<file path="src/hw/rtl/pu8d_pkg.sv">
// ----------------------------------------------------------------------------
// pu8d_pkg
// Types and constants of the permissive UTF-8 decoder.
// ----------------------------------------------------------------------------
`timescale 1ns / 1ps
`default_nettype none

package pu8d_pkg;

    localparam int CP_W       = 21;
    localparam int BYTE_W     = 8;
    localparam int KIND_W     = 2;
    localparam int REM_W      = 2;
    localparam int RES_CNT_W  = 2;
    localparam int CONT_SHIFT = 6;
    localparam int MAX_RES    = 2;

    // Result buffer depth: one slot draining plus room for a two-result byte.
    localparam int Q_DEPTH    = 3;
    localparam int Q_CNT_W    = $clog2(Q_DEPTH + 1);

    localparam logic [KIND_W-1:0] KIND_COMPLETE = 2'd0;
    localparam logic [KIND_W-1:0] KIND_RAW      = 2'd1;
    localparam logic [KIND_W-1:0] KIND_CUT      = 2'd2;
    localparam logic [KIND_W-1:0] KIND_END      = 2'd3;

    localparam logic [BYTE_W-1:0] ASCII_LIMIT = 8'h80;
    localparam logic [BYTE_W-1:0] LEAD2_MASK  = 8'hE0;
    localparam logic [BYTE_W-1:0] LEAD2_CODE  = 8'hC0;
    localparam logic [BYTE_W-1:0] LEAD2_BITS  = 8'h1F;
    localparam logic [BYTE_W-1:0] LEAD3_MASK  = 8'hF0;
    localparam logic [BYTE_W-1:0] LEAD3_CODE  = 8'hE0;
    localparam logic [BYTE_W-1:0] LEAD3_BITS  = 8'h0F;
    localparam logic [BYTE_W-1:0] LEAD4_MASK  = 8'hF8;
    localparam logic [BYTE_W-1:0] LEAD4_CODE  = 8'hF0;
    localparam logic [BYTE_W-1:0] LEAD4_BITS  = 8'h07;
    localparam logic [BYTE_W-1:0] CONT_MASK   = 8'hC0;
    localparam logic [BYTE_W-1:0] CONT_CODE   = 8'h80;
    localparam logic [BYTE_W-1:0] CONT_BITS   = 8'h3F;

    typedef struct packed {
        logic [CP_W-1:0]   code_point;
        logic [KIND_W-1:0] result_kind;
        logic              last;
    } result_t;

    typedef struct packed {
        logic [RES_CNT_W-1:0] count;
        result_t              first;
        result_t              second;
    } push_t;

    typedef struct packed {
        push_t             push;
        logic [CP_W-1:0]   partial_next;
        logic [REM_W-1:0]  remaining_next;
    } decode_t;

endpackage

`default_nettype wire

</file>
<file path="src/hw/rtl/pu8d_if.sv">
// ----------------------------------------------------------------------------
// pu8d_if
// Valid/ready channels of the decoder: input bytes and decoded results.
// ----------------------------------------------------------------------------
`timescale 1ns / 1ps
`default_nettype none

interface pu8d_byte_if;
    import pu8d_pkg::*;

    logic              valid;
    logic              ready;
    logic [BYTE_W-1:0] data_byte;

    modport source (output valid, output data_byte, input ready);
    modport sink   (input valid, input data_byte, output ready);
endinterface

interface pu8d_result_if;
    import pu8d_pkg::*;

    logic              valid;
    logic              ready;
    logic [CP_W-1:0]   code_point;
    logic [KIND_W-1:0] result_kind;
    logic              last;

    modport source (output valid, output code_point, output result_kind, output last,
                    input ready);
    modport sink   (input valid, input code_point, input result_kind, input last,
                    output ready);
endinterface

`default_nettype wire

</file>
<file path="src/hw/rtl/pu8d_decode.sv">
// ----------------------------------------------------------------------------
// pu8d_decode
// Single-pass byte decode: from the incoming byte and the open sequence,
// produce zero, one or two results and the next sequence state.
// ----------------------------------------------------------------------------
`timescale 1ns / 1ps
`default_nettype none

module pu8d_decode (
    input  wire logic [pu8d_pkg::BYTE_W-1:0] data_byte,
    input  wire logic [pu8d_pkg::CP_W-1:0]   partial,
    input  wire logic [pu8d_pkg::REM_W-1:0]  remaining,
    output pu8d_pkg::decode_t                dec
);
    import pu8d_pkg::*;

    logic              is_cont;
    logic              lead_hit;
    result_t           lead_res;
    logic [CP_W-1:0]   lead_part;
    logic [REM_W-1:0]  lead_rem;
    logic [CP_W-1:0]   shifted;
    logic [REM_W-1:0]  rem_dec;

    assign is_cont = (data_byte & CONT_MASK) == CONT_CODE;
    assign shifted = {partial[CP_W-CONT_SHIFT-1:0], data_byte[CONT_SHIFT-1:0]};
    assign rem_dec = remaining - REM_W'(1);

    // Handling of a byte with no sequence open.
    always_comb
    begin
        lead_hit  = 1'b1;
        lead_res  = '{code_point: CP_W'(data_byte), result_kind: KIND_RAW, last: 1'b1};
        lead_part = '0;
        lead_rem  = '0;
        priority if (data_byte == '0)
        begin
            lead_res = '{code_point: '0, result_kind: KIND_END, last: 1'b1};
        end
        else if (data_byte < ASCII_LIMIT)
        begin
            lead_res = '{code_point: CP_W'(data_byte), result_kind: KIND_COMPLETE,
                         last: 1'b1};
        end
        else if ((data_byte & LEAD2_MASK) == LEAD2_CODE)
        begin
            lead_hit  = 1'b0;
            lead_part = CP_W'(data_byte & LEAD2_BITS);
            lead_rem  = REM_W'(1);
        end
        else if ((data_byte & LEAD3_MASK) == LEAD3_CODE)
        begin
            lead_hit  = 1'b0;
            lead_part = CP_W'(data_byte & LEAD3_BITS);
            lead_rem  = REM_W'(2);
        end
        else if ((data_byte & LEAD4_MASK) == LEAD4_CODE)
        begin
            lead_hit  = 1'b0;
            lead_part = CP_W'(data_byte & LEAD4_BITS);
            lead_rem  = REM_W'(3);
        end
        else
        begin
            // stray continuation or 0xF8 and up: pass through as Latin-1
            lead_res = '{code_point: CP_W'(data_byte), result_kind: KIND_RAW, last: 1'b1};
        end
    end

    always_comb
    begin
        dec = '0;
        priority if (remaining != '0 && is_cont)
        begin
            if (rem_dec == '0)
            begin
                dec.push.count = RES_CNT_W'(1);
                dec.push.first = '{code_point: shifted, result_kind: KIND_COMPLETE,
                                   last: 1'b1};
            end
            else
            begin
                dec.partial_next   = shifted;
                dec.remaining_next = rem_dec;
            end
        end
        else if (remaining != '0)
        begin
            // cut short: flush the partial value, then treat the byte as a lead
            dec.push.first     = '{code_point: partial, result_kind: KIND_CUT,
                                   last: !lead_hit};
            dec.push.second    = lead_res;
            dec.push.count     = lead_hit ? RES_CNT_W'(2) : RES_CNT_W'(1);
            dec.partial_next   = lead_part;
            dec.remaining_next = lead_rem;
        end
        else
        begin
            dec.push.first     = lead_res;
            dec.push.count     = lead_hit ? RES_CNT_W'(1) : RES_CNT_W'(0);
            dec.partial_next   = lead_part;
            dec.remaining_next = lead_rem;
        end
    end

endmodule

`default_nettype wire

</file>
<file path="src/hw/rtl/pu8d_queue.sv">
// ----------------------------------------------------------------------------
// pu8d_queue
// Small shifting result buffer: takes up to two results per cycle, presents
// the oldest at its head.
// ----------------------------------------------------------------------------
`timescale 1ns / 1ps
`default_nettype none

module pu8d_queue (
    input  wire logic            clk,
    input  wire logic            rst_n,
    input  wire logic            push_en,
    input  wire pu8d_pkg::push_t push,
    input  wire logic            pop,
    output pu8d_pkg::result_t    head,
    output logic                 head_valid,
    output logic                 room
);
    import pu8d_pkg::*;

    result_t              q_reg   [Q_DEPTH];
    result_t              q_next  [Q_DEPTH];
    result_t              shifted [Q_DEPTH];
    logic [Q_CNT_W-1:0]   count_reg;
    logic [Q_CNT_W-1:0]   count_next;
    logic [Q_CNT_W-1:0]   base;
    logic [Q_CNT_W-1:0]   base_plus;

    assign head       = q_reg[0];
    assign head_valid = count_reg != '0;
    assign base       = count_reg - Q_CNT_W'(pop);
    assign base_plus  = base + Q_CNT_W'(1);
    // a byte may bring two results, so keep that much space after the pop
    assign room       = base <= Q_CNT_W'(Q_DEPTH - MAX_RES);

    always_comb
    begin
        for (int i = 0; i < Q_DEPTH - 1; i++)
        begin
            shifted[i] = pop ? q_reg[i + 1] : q_reg[i];
        end
        shifted[Q_DEPTH-1] = q_reg[Q_DEPTH-1];

        for (int i = 0; i < Q_DEPTH; i++)
        begin
            q_next[i] = shifted[i];
            if (push_en && push.count != '0 && Q_CNT_W'(i) == base)
            begin
                q_next[i] = push.first;
            end
            if (push_en && push.count == RES_CNT_W'(2) && Q_CNT_W'(i) == base_plus)
            begin
                q_next[i] = push.second;
            end
        end

        count_next = push_en ? base + Q_CNT_W'(push.count) : base;
    end

    always_ff @(posedge clk or negedge rst_n)
    begin
        if (!rst_n)
        begin
            count_reg <= '0;
        end
        else
        begin
            count_reg <= count_next;
        end
    end

    always_ff @(posedge clk)
    begin
        for (int i = 0; i < Q_DEPTH; i++)
        begin
            q_reg[i] <= q_next[i];
        end
    end

endmodule

`default_nettype wire

</file>
<file path="src/hw/rtl/permissive_utf8_decoder.sv">
// Permissive UTF-8 decoder. Bytes enter on byte_stream, one per transfer; codepoints
// leave on code_stream, each tagged complete, raw, cut short or end of string,
// with last marking the final result of its byte. The block takes one byte per
// cycle while the result buffer has room: decode is a single combinational pass
// from the accepted byte and the open-sequence registers into a three-entry
// result buffer, so each result is registered straight into the buffer. A byte
// that ends a cut-short sequence and also gives its own result fills two buffer
// slots while the output drains one result per cycle when code_stream is ready.
// The buffer absorbs the extra result of one such byte; further two-result bytes
// that arrive before it has drained stall byte_stream. Continuation bytes that
// complete nothing give no result and let the buffer catch up.
// ----------------------------------------------------------------------------
// permissive_utf8_decoder
// Top level: sequence state registers, byte decode and result buffer.
// ----------------------------------------------------------------------------
`timescale 1ns / 1ps
`default_nettype none

module permissive_utf8_decoder (
    input  wire logic      clk,
    input  wire logic      rst_n,
    pu8d_byte_if.sink      byte_stream,
    pu8d_result_if.source  code_stream
);
    import pu8d_pkg::*;

    logic [CP_W-1:0]   partial_reg;
    logic [CP_W-1:0]   partial_next;
    logic [REM_W-1:0]  remaining_reg;
    logic [REM_W-1:0]  remaining_next;
    logic              accept;
    logic              pop;
    logic              room;
    logic              head_valid;
    result_t           head;
    decode_t           dec;

    assign accept = byte_stream.valid && room;
    assign pop    = head_valid && code_stream.ready;

    assign byte_stream.ready      = room;
    assign code_stream.valid      = head_valid;
    assign code_stream.code_point = head.code_point;
    assign code_stream.result_kind = head.result_kind;
    assign code_stream.last       = head.last;

    pu8d_decode u_decode (
        .data_byte (byte_stream.data_byte),
        .partial   (partial_reg),
        .remaining (remaining_reg),
        .dec       (dec)
    );

    pu8d_queue u_queue (
        .clk        (clk),
        .rst_n      (rst_n),
        .push_en    (accept),
        .push       (dec.push),
        .pop        (pop),
        .head       (head),
        .head_valid (head_valid),
        .room       (room)
    );

    // advance the sequence state only on an accepted byte
    assign partial_next   = accept ? dec.partial_next   : partial_reg;
    assign remaining_next = accept ? dec.remaining_next : remaining_reg;

    always_ff @(posedge clk or negedge rst_n)
    begin
        if (!rst_n)
        begin
            partial_reg   <= '0;
            remaining_reg <= '0;
        end
        else
        begin
            partial_reg   <= partial_next;
            remaining_reg <= remaining_next;
        end
    end

endmodule

`default_nettype wire

</file>
<file path="src/flat_wrapper.sv">
// flat-port wrapper written by rule: the top's interface ports become plain ports
module permissive_utf8_decoder_flat import pu8d_pkg::*;
  (clk, rst_n, byte_stream_valid, byte_stream_data_byte, byte_stream_ready, code_stream_valid, code_stream_code_point, code_stream_result_kind, code_stream_last, code_stream_ready);
  pu8d_byte_if byte_stream_i ();
  pu8d_result_if code_stream_i ();
  input  wire logic clk;
  input  wire logic rst_n;
  input wire logic [$bits(byte_stream_i.valid)-1:0] byte_stream_valid;
  input wire logic [$bits(byte_stream_i.data_byte)-1:0] byte_stream_data_byte;
  output wire logic [$bits(byte_stream_i.ready)-1:0] byte_stream_ready;
  output wire logic [$bits(code_stream_i.valid)-1:0] code_stream_valid;
  output wire logic [$bits(code_stream_i.code_point)-1:0] code_stream_code_point;
  output wire logic [$bits(code_stream_i.result_kind)-1:0] code_stream_result_kind;
  output wire logic [$bits(code_stream_i.last)-1:0] code_stream_last;
  input wire logic [$bits(code_stream_i.ready)-1:0] code_stream_ready;
  assign byte_stream_i.valid = byte_stream_valid;
  assign byte_stream_i.data_byte = byte_stream_data_byte;
  assign byte_stream_ready = byte_stream_i.ready;
  assign code_stream_valid = code_stream_i.valid;
  assign code_stream_code_point = code_stream_i.code_point;
  assign code_stream_result_kind = code_stream_i.result_kind;
  assign code_stream_last = code_stream_i.last;
  assign code_stream_i.ready = code_stream_ready;
  permissive_utf8_decoder u_core (.clk(clk), .rst_n(rst_n), .byte_stream(byte_stream_i), .code_stream(code_stream_i));
endmodule
</file>
<file path="config.mk">
export PLATFORM = sky130hd
export DESIGN_NAME = permissive_utf8_decoder_flat
export DESIGN_NICKNAME = d
export VERILOG_FILES = /design/src/hw/rtl/pu8d_pkg.sv /design/src/hw/rtl/pu8d_if.sv /design/src/hw/rtl/pu8d_decode.sv /design/src/hw/rtl/pu8d_queue.sv /design/src/hw/rtl/permissive_utf8_decoder.sv /design/src/flat_wrapper.sv
export SDC_FILE = /design/constraint.sdc
export NUM_CORES = 1
export LEC_CHECK = 0
export BUFFER_PORTS_ARGS = -buffer_cell sky130_fd_sc_hd__buf_4
export CORE_MARGIN = 2
export CORE_UTILIZATION = 55
export CTS_BUF_LIST = sky130_fd_sc_hd__clkbuf_8 sky130_fd_sc_hd__clkbuf_16
export DETAILED_ROUTE_END_ITERATION = 6
export PLACE_DENSITY = 0.74
export SYNTH_ARGS = -nofsm -noshare
export SYNTH_HDL_FRONTEND = slang
export SYNTH_SLANG_ARGS = --single-unit
</file>
<file path="constraint.sdc">
create_clock -name clk -period 6.35 [get_ports clk]
set_input_delay 0.635 -clock clk [delete_from_list [all_inputs] [get_ports clk]]
set_output_delay 0.635 -clock clk [all_outputs]
set_load 0.01 [all_outputs]
</file>
**Word level (Yosys, flattened, before mapping)**

Memory sizes are Yosys's and may differ from the RTL's.
Index checks and enable logic that the tools add are counted.

- Register bits: 25
- Memory bits (writable): 72
- Input port bits: 12
- Output and inout bits: 26
- Word-level logic and storage cells: 73
- Memories: 1

Memory list:

| name | words | bits a word | rd ports | clocked after Yosys merged registers in | write ports | RTL line | source |
|---|---|---|---|---|---|---|---|
| u_core.u_queue.q_reg | 3 | 24 | 3 | 0 | 3 | pu8d_queue.sv:21 | `result_t q_reg [Q_DEPTH];` |

- Add/sub/neg operators: 4
- $lt $le $gt $ge: 2
- Equal/unequal tests: 9
- Muxes and demuxes: 35
- Reductions and logical operators: 19

Operators with widths:

| cell | count |
|---|---|
| $mux W24 | 10 |
| $mux W26 | 2 |
| $mux W23 | 2 |
| $mux W25 | 1 |
| $mux W21 | 1 |
| $mux W2 | 8 |
| $logic_and A1 B1 Y1 | 11 |
| $mux W11 | 1 |
| $mux W5 | 2 |
| $logic_not A8 Y1 | 1 |
| $lt A8 B8 Y1 const B | 1 |
| $logic_not A2 Y1 | 3 |
| $mux W1 | 6 |
| $reduce_bool A2 Y1 | 3 |
| $eq A5 B5 Y1 const B | 1 |
| $eq A1 B2 Y1 const A | 2 |
| $eq A2 B2 Y1 const A | 2 |
| $eq A2 B2 Y1 const B | 2 |
| $eq A4 B4 Y1 const B | 1 |
| $mux W4 | 1 |
| $eq A3 B3 Y1 const B | 1 |
| $mux W3 | 1 |
| $add A2 B1 Y2 const B | 1 |
| $add A2 B2 Y2 | 1 |
| 4 further kinds | 4 |

**Logic depth before layout (Yosys ltp)**

- Depth in word-level cells: 14
- Mapped depth: 13
- Gate-level depth less buffers: 10

**Hierarchy**

Synthesis repeated with hierarchy kept, for this count alone.

- Cell total of the unflattened synthesis: 571
- Area, all modules: 6237.2 um^2

By module, submodules not included:

| module | times used | cells each | area an instance (um^2) | seq. area each (um^2) |
|---|---|---|---|---|
| pu8d_queue | 1 | 398 | 4488.1 | 2212.1 |
| permissive_utf8_decoder | 1 | 51 | 944.7 | 575.6 |
| pu8d_decode | 1 | 122 | 804.5 | 0.0 |

**Least setup slack after synthesis**

Ideal clock, no wire load.

- Kind: register to register
- Start point: register, netlist name u_core.u_queue.count_reg[1]
- End point: memory u_core.u_queue.q_reg[0][0] (netlist bit), enable pin
- Setup time: 0.345 ns
- Data arrival time: 2.983 ns
- Required time: 6.005 ns
- Path slack: 3.022 ns
- Stages on the path, launching flop included: 13
- Path buffers: 4
- Period minus slack after synthesis: 3.328 ns
- Cell sequence: dfrtp_1 > or2_2 > nand2_1 > buf_2 > inv_1 > clkbuf_1 > ha_1 > xnor2_4 > nand2_4 > or4_4 > buf_6 > buf_2 > nand2_1

RTL lines:

| item | RTL line |
|---|---|
| end, declared | pu8d_queue.sv:21 |

==> flow_summary.toml <==
[status]
status = "completed"

[placed_design]
gp_congestion = 0.845
portBuffers = 37
hpwl_um = 6270

[power_and_ir_drop]
powerDensity_nw_per_um2 = 443
total_power_mw = 2.17
pwr-share-clk_pct = 20.2
p_leak_nw = 1.98
p_int_mw = 1.40
p_sw_share_pct = 35.5
ir_drop_uv = 231
comb_power_share_pct = 36.8
p_sw_mw = 0.772
seq_power_share_pct = 43.0

[final_layout]
final_cell_mix = "buf_4 (39), dfxtp_1 (39), nand2_1 (37), edfxtp_1 (33), and2_1 (32)"
area_delta_synth_final_pct = 6.59
largest_reg_flops = 72
layout-drive-gt1-share_pct = 20.4
fin_nets = 439
num_antenna_cells = 0

[worst_setup_path]
cp_cell_sequence = "or2_2, nand2_1, inv_1, ha_1, xnor2_4, nand2_4, or4_4, nand2_1"
reg2reg_to = "u_core.u_queue.q_reg[0][1]$_DFFE_PP_"
critPathMaxFanout = 47
crit_buf_inv = 1
end_kind = "flip-flop"
rr_worst_depth = 8
crit_family = "simple AND/OR/NAND/NOR gates"
cp_data_required_time_ns = 6.36
worst_ep_arrival_time_ns = 4.49
crit_top_cell = "nand2_1"
max_stage_delay_ns = 0.83
critPathLaunchType = "flip-flop"
regToRegStartpoint = "u_core.u_queue.count_reg[1]$_DFF_PN0_"
critical_path_class = "flip-flop to flip-flop"
crit_slowest_cell = "or4_4"
reg2reg_slack_ns = 1.86

[cts]
hold_buffers = 0
clkTransAtPathRegs_ns = 0.10
post_cts_buffers = 0
cts_tree = "built"
cts_buffers = 9
htreeDepth = 3
cts_num_sinks = 97
clockBufferDepth = 2
cts_resized = 0
cts_root_buf = "clkbuf_8"
clock_latency_ns = 0.36

[hold_path]
hp-class = "primary input to async pin"

[routing]
vias = 3146
drt-pass1-iter-count = 5
wl_per_cell_um = 17.4
vias_per_cell = 5.91
routed_wl_um = 9230
drtAntennaViolNets = 0
drt_iter0_markers = 244
route.detailed.drc = 0

[timing]
rsz0062_at_grt = "false"
timing.final.crit_period_ns = 4.49
clock_skew_ns = 0.00991
maxSlewHeadroom_pct = 20.6
worstMarginPinSlew_ns = 1.19
min_period_over_period_pct = 70.6
max_freq_mhz = 223
final_max_slew_viol_count = 0
hold_viol = 0
finalSetupViolations = 0
fin_setup_tns_ns = 0

[yosys]
synth-compound-area-share_pct = 18.4
async_flop_share_pct = 25.8
ys_ff_latch = 97
yosysWarnings = 0
synthXorXnorAreaFrac_pct = 0.789
syn_area_per_cell_um2 = 10.7
synth-edff-count = 33
synthFlopType = "dfxtp_1"
synth_top_family_by_area = "compound AO/OA/AOI/OAI gates"
yosysUniqueCellTypes = 51
ys_seq_area_share_pct = 52.1
muxShareOfSynthArea_pct = 3.84
synth_fa_ha_area_share_pct = 1.36
synth_nets = 446
syn_area_um2 = 4600
syn-instance-count = 429
synthSimpleGateAreaFrac_pct = 15.1

[floorplan]
io_pins = 38
fp.coreArea_um2 = 8180
rows = 33
start_util_pct = 56.2
fp.dieH_um = 95.4
die-width_um = 95.4
die-area_um2 = 9110

[grt]
track_usage_pct = 21.4
grt_max_degree = 48
grt_pass1_wl_um = 14800
grt_antenna_before_repair = 0
grt_pass1_vias = 2757
gr-total-overflow = 0

[job]
cap_viol_max_count = 0
-- final cells by class --
cell class / count / area (um^2)
Fill cell: 668 / 3270
Sequential cell: 97 / 2400
Multi-Input combinational cell: 267 / 1830
Timing Repair Buffer: 39 / 293
Tap cell: 105 / 131
Clock buffer: 9 / 124
Clock inverter: 7 / 91.3
Inverter: 8 / 30.0
-- power by group through the flow --
stage | clock network [mW] | registers, mW | logic, mW
CTS | 0.439 | 0.935 | 0.799
global placement | 0 | 0.943 | 0.784
global route | 0.465 | 0.951 | 0.890
detailed placement | 0 | 0.949 | 0.794
finish | 0.439 | 0.934 | 0.799
floorplan | 0 | 0.914 | 0.660
-- logic make-up after synthesis --
| kind of cell | after synthesis |
|---|---|
| AO/OA/AOI/OAI | 121 |
| XOR/XNOR | 2 |
| adder cells (fa/ha/maj) | 5 |
| buffers and inverters | 65 |
| flip-flops | 97 |
| multiplexers | 15 |
| AND/OR/NAND/NOR | 124 |
-- how the worst max path moves through the flow --
stage	start	end	slack, ns	cells after the start
after detailed placement	code_stream_ready	u_core.u_queue.q_reg[0][2]$_DFFE_PP_	1.84	8
after global placement	code_stream_ready	u_core.u_queue.q_reg[0][2]$_DFFE_PP_	1.94	8
after global routing	u_core.u_queue.count_reg[1]$_DFF_PN0_	u_core.u_queue.q_reg[0][1]$_DFFE_PP_	1.53	8
final	u_core.u_queue.count_reg[1]$_DFF_PN0_	u_core.u_queue.q_reg[0][1]$_DFFE_PP_	1.86	8
after CTS	u_core.u_queue.count_reg[1]$_DFF_PN0_	u_core.u_queue.q_reg[0][1]$_DFFE_PP_	1.83	8
after floorplan	u_core.u_queue.count_reg[1]$_DFF_PN0_	u_core.u_queue.q_reg[0][0]$_DFFE_PP_	3.02	12
-- cell usage after synthesis, types with 3 or more instances --
master | count | area [um^2]
dfxtp_1 | 39 | 781
or4_4 | 4 | 45.0
inv_1 | 8 | 30.0
nand3_1 | 11 | 55.1
and3_1 | 8 | 50.1
o21ai_1 | 22 | 110
a211oi_1 | 28 | 210
buf_4 | 25 | 188
dfrtp_1 | 25 | 626
mux2_2 | 13 | 146
a22o_1 | 19 | 166
o22ai_1 | 3 | 18.8
edfxtp_1 | 33 | 991
a21oi_1 | 4 | 20.0
nand2_1 | 37 | 139
buf_6 | 4 | 45.0
ha_1 | 5 | 62.6
buf_2 | 13 | 65.1
clkbuf_1 | 15 | 56.3
and2_1 | 32 | 200
a22oi_1 | 19 | 143
nor2_1 | 13 | 48.8
o21ai_0 | 14 | 70.1
-- metal layers --
metal / wire [um] / vias to the layer above / global-route usage, %
li1: - / 1522 / -
met2: 3960 / 105 / 28.9
met3: 472 / 10 / 3.64
met1: 4630 / 1509 / 34.3
met5: 0 / - / 0
met4: 167 / 0 / 7.50
-- metrics by stage --
stage / cells / hold slack, ns / utilization, % / area, um^2 / setup slack, ns
floorplan: 429 / 0.339 / - / 4600 / 3.02
global placement: 516 / 0.443 / 57.3 / 4690 / 1.94
detailed placement: 516 / 0.447 / 57.3 / 4690 / 1.84
CTS: 532 / 0.165 / 59.9 / 4900 / 1.83
global route: 532 / 0.186 / 59.9 / 4900 / 1.53
finish: 532 / 0.156 / 59.9 / 4900 / 1.86
No activity file was read; power rests on OpenSTA's default activity.
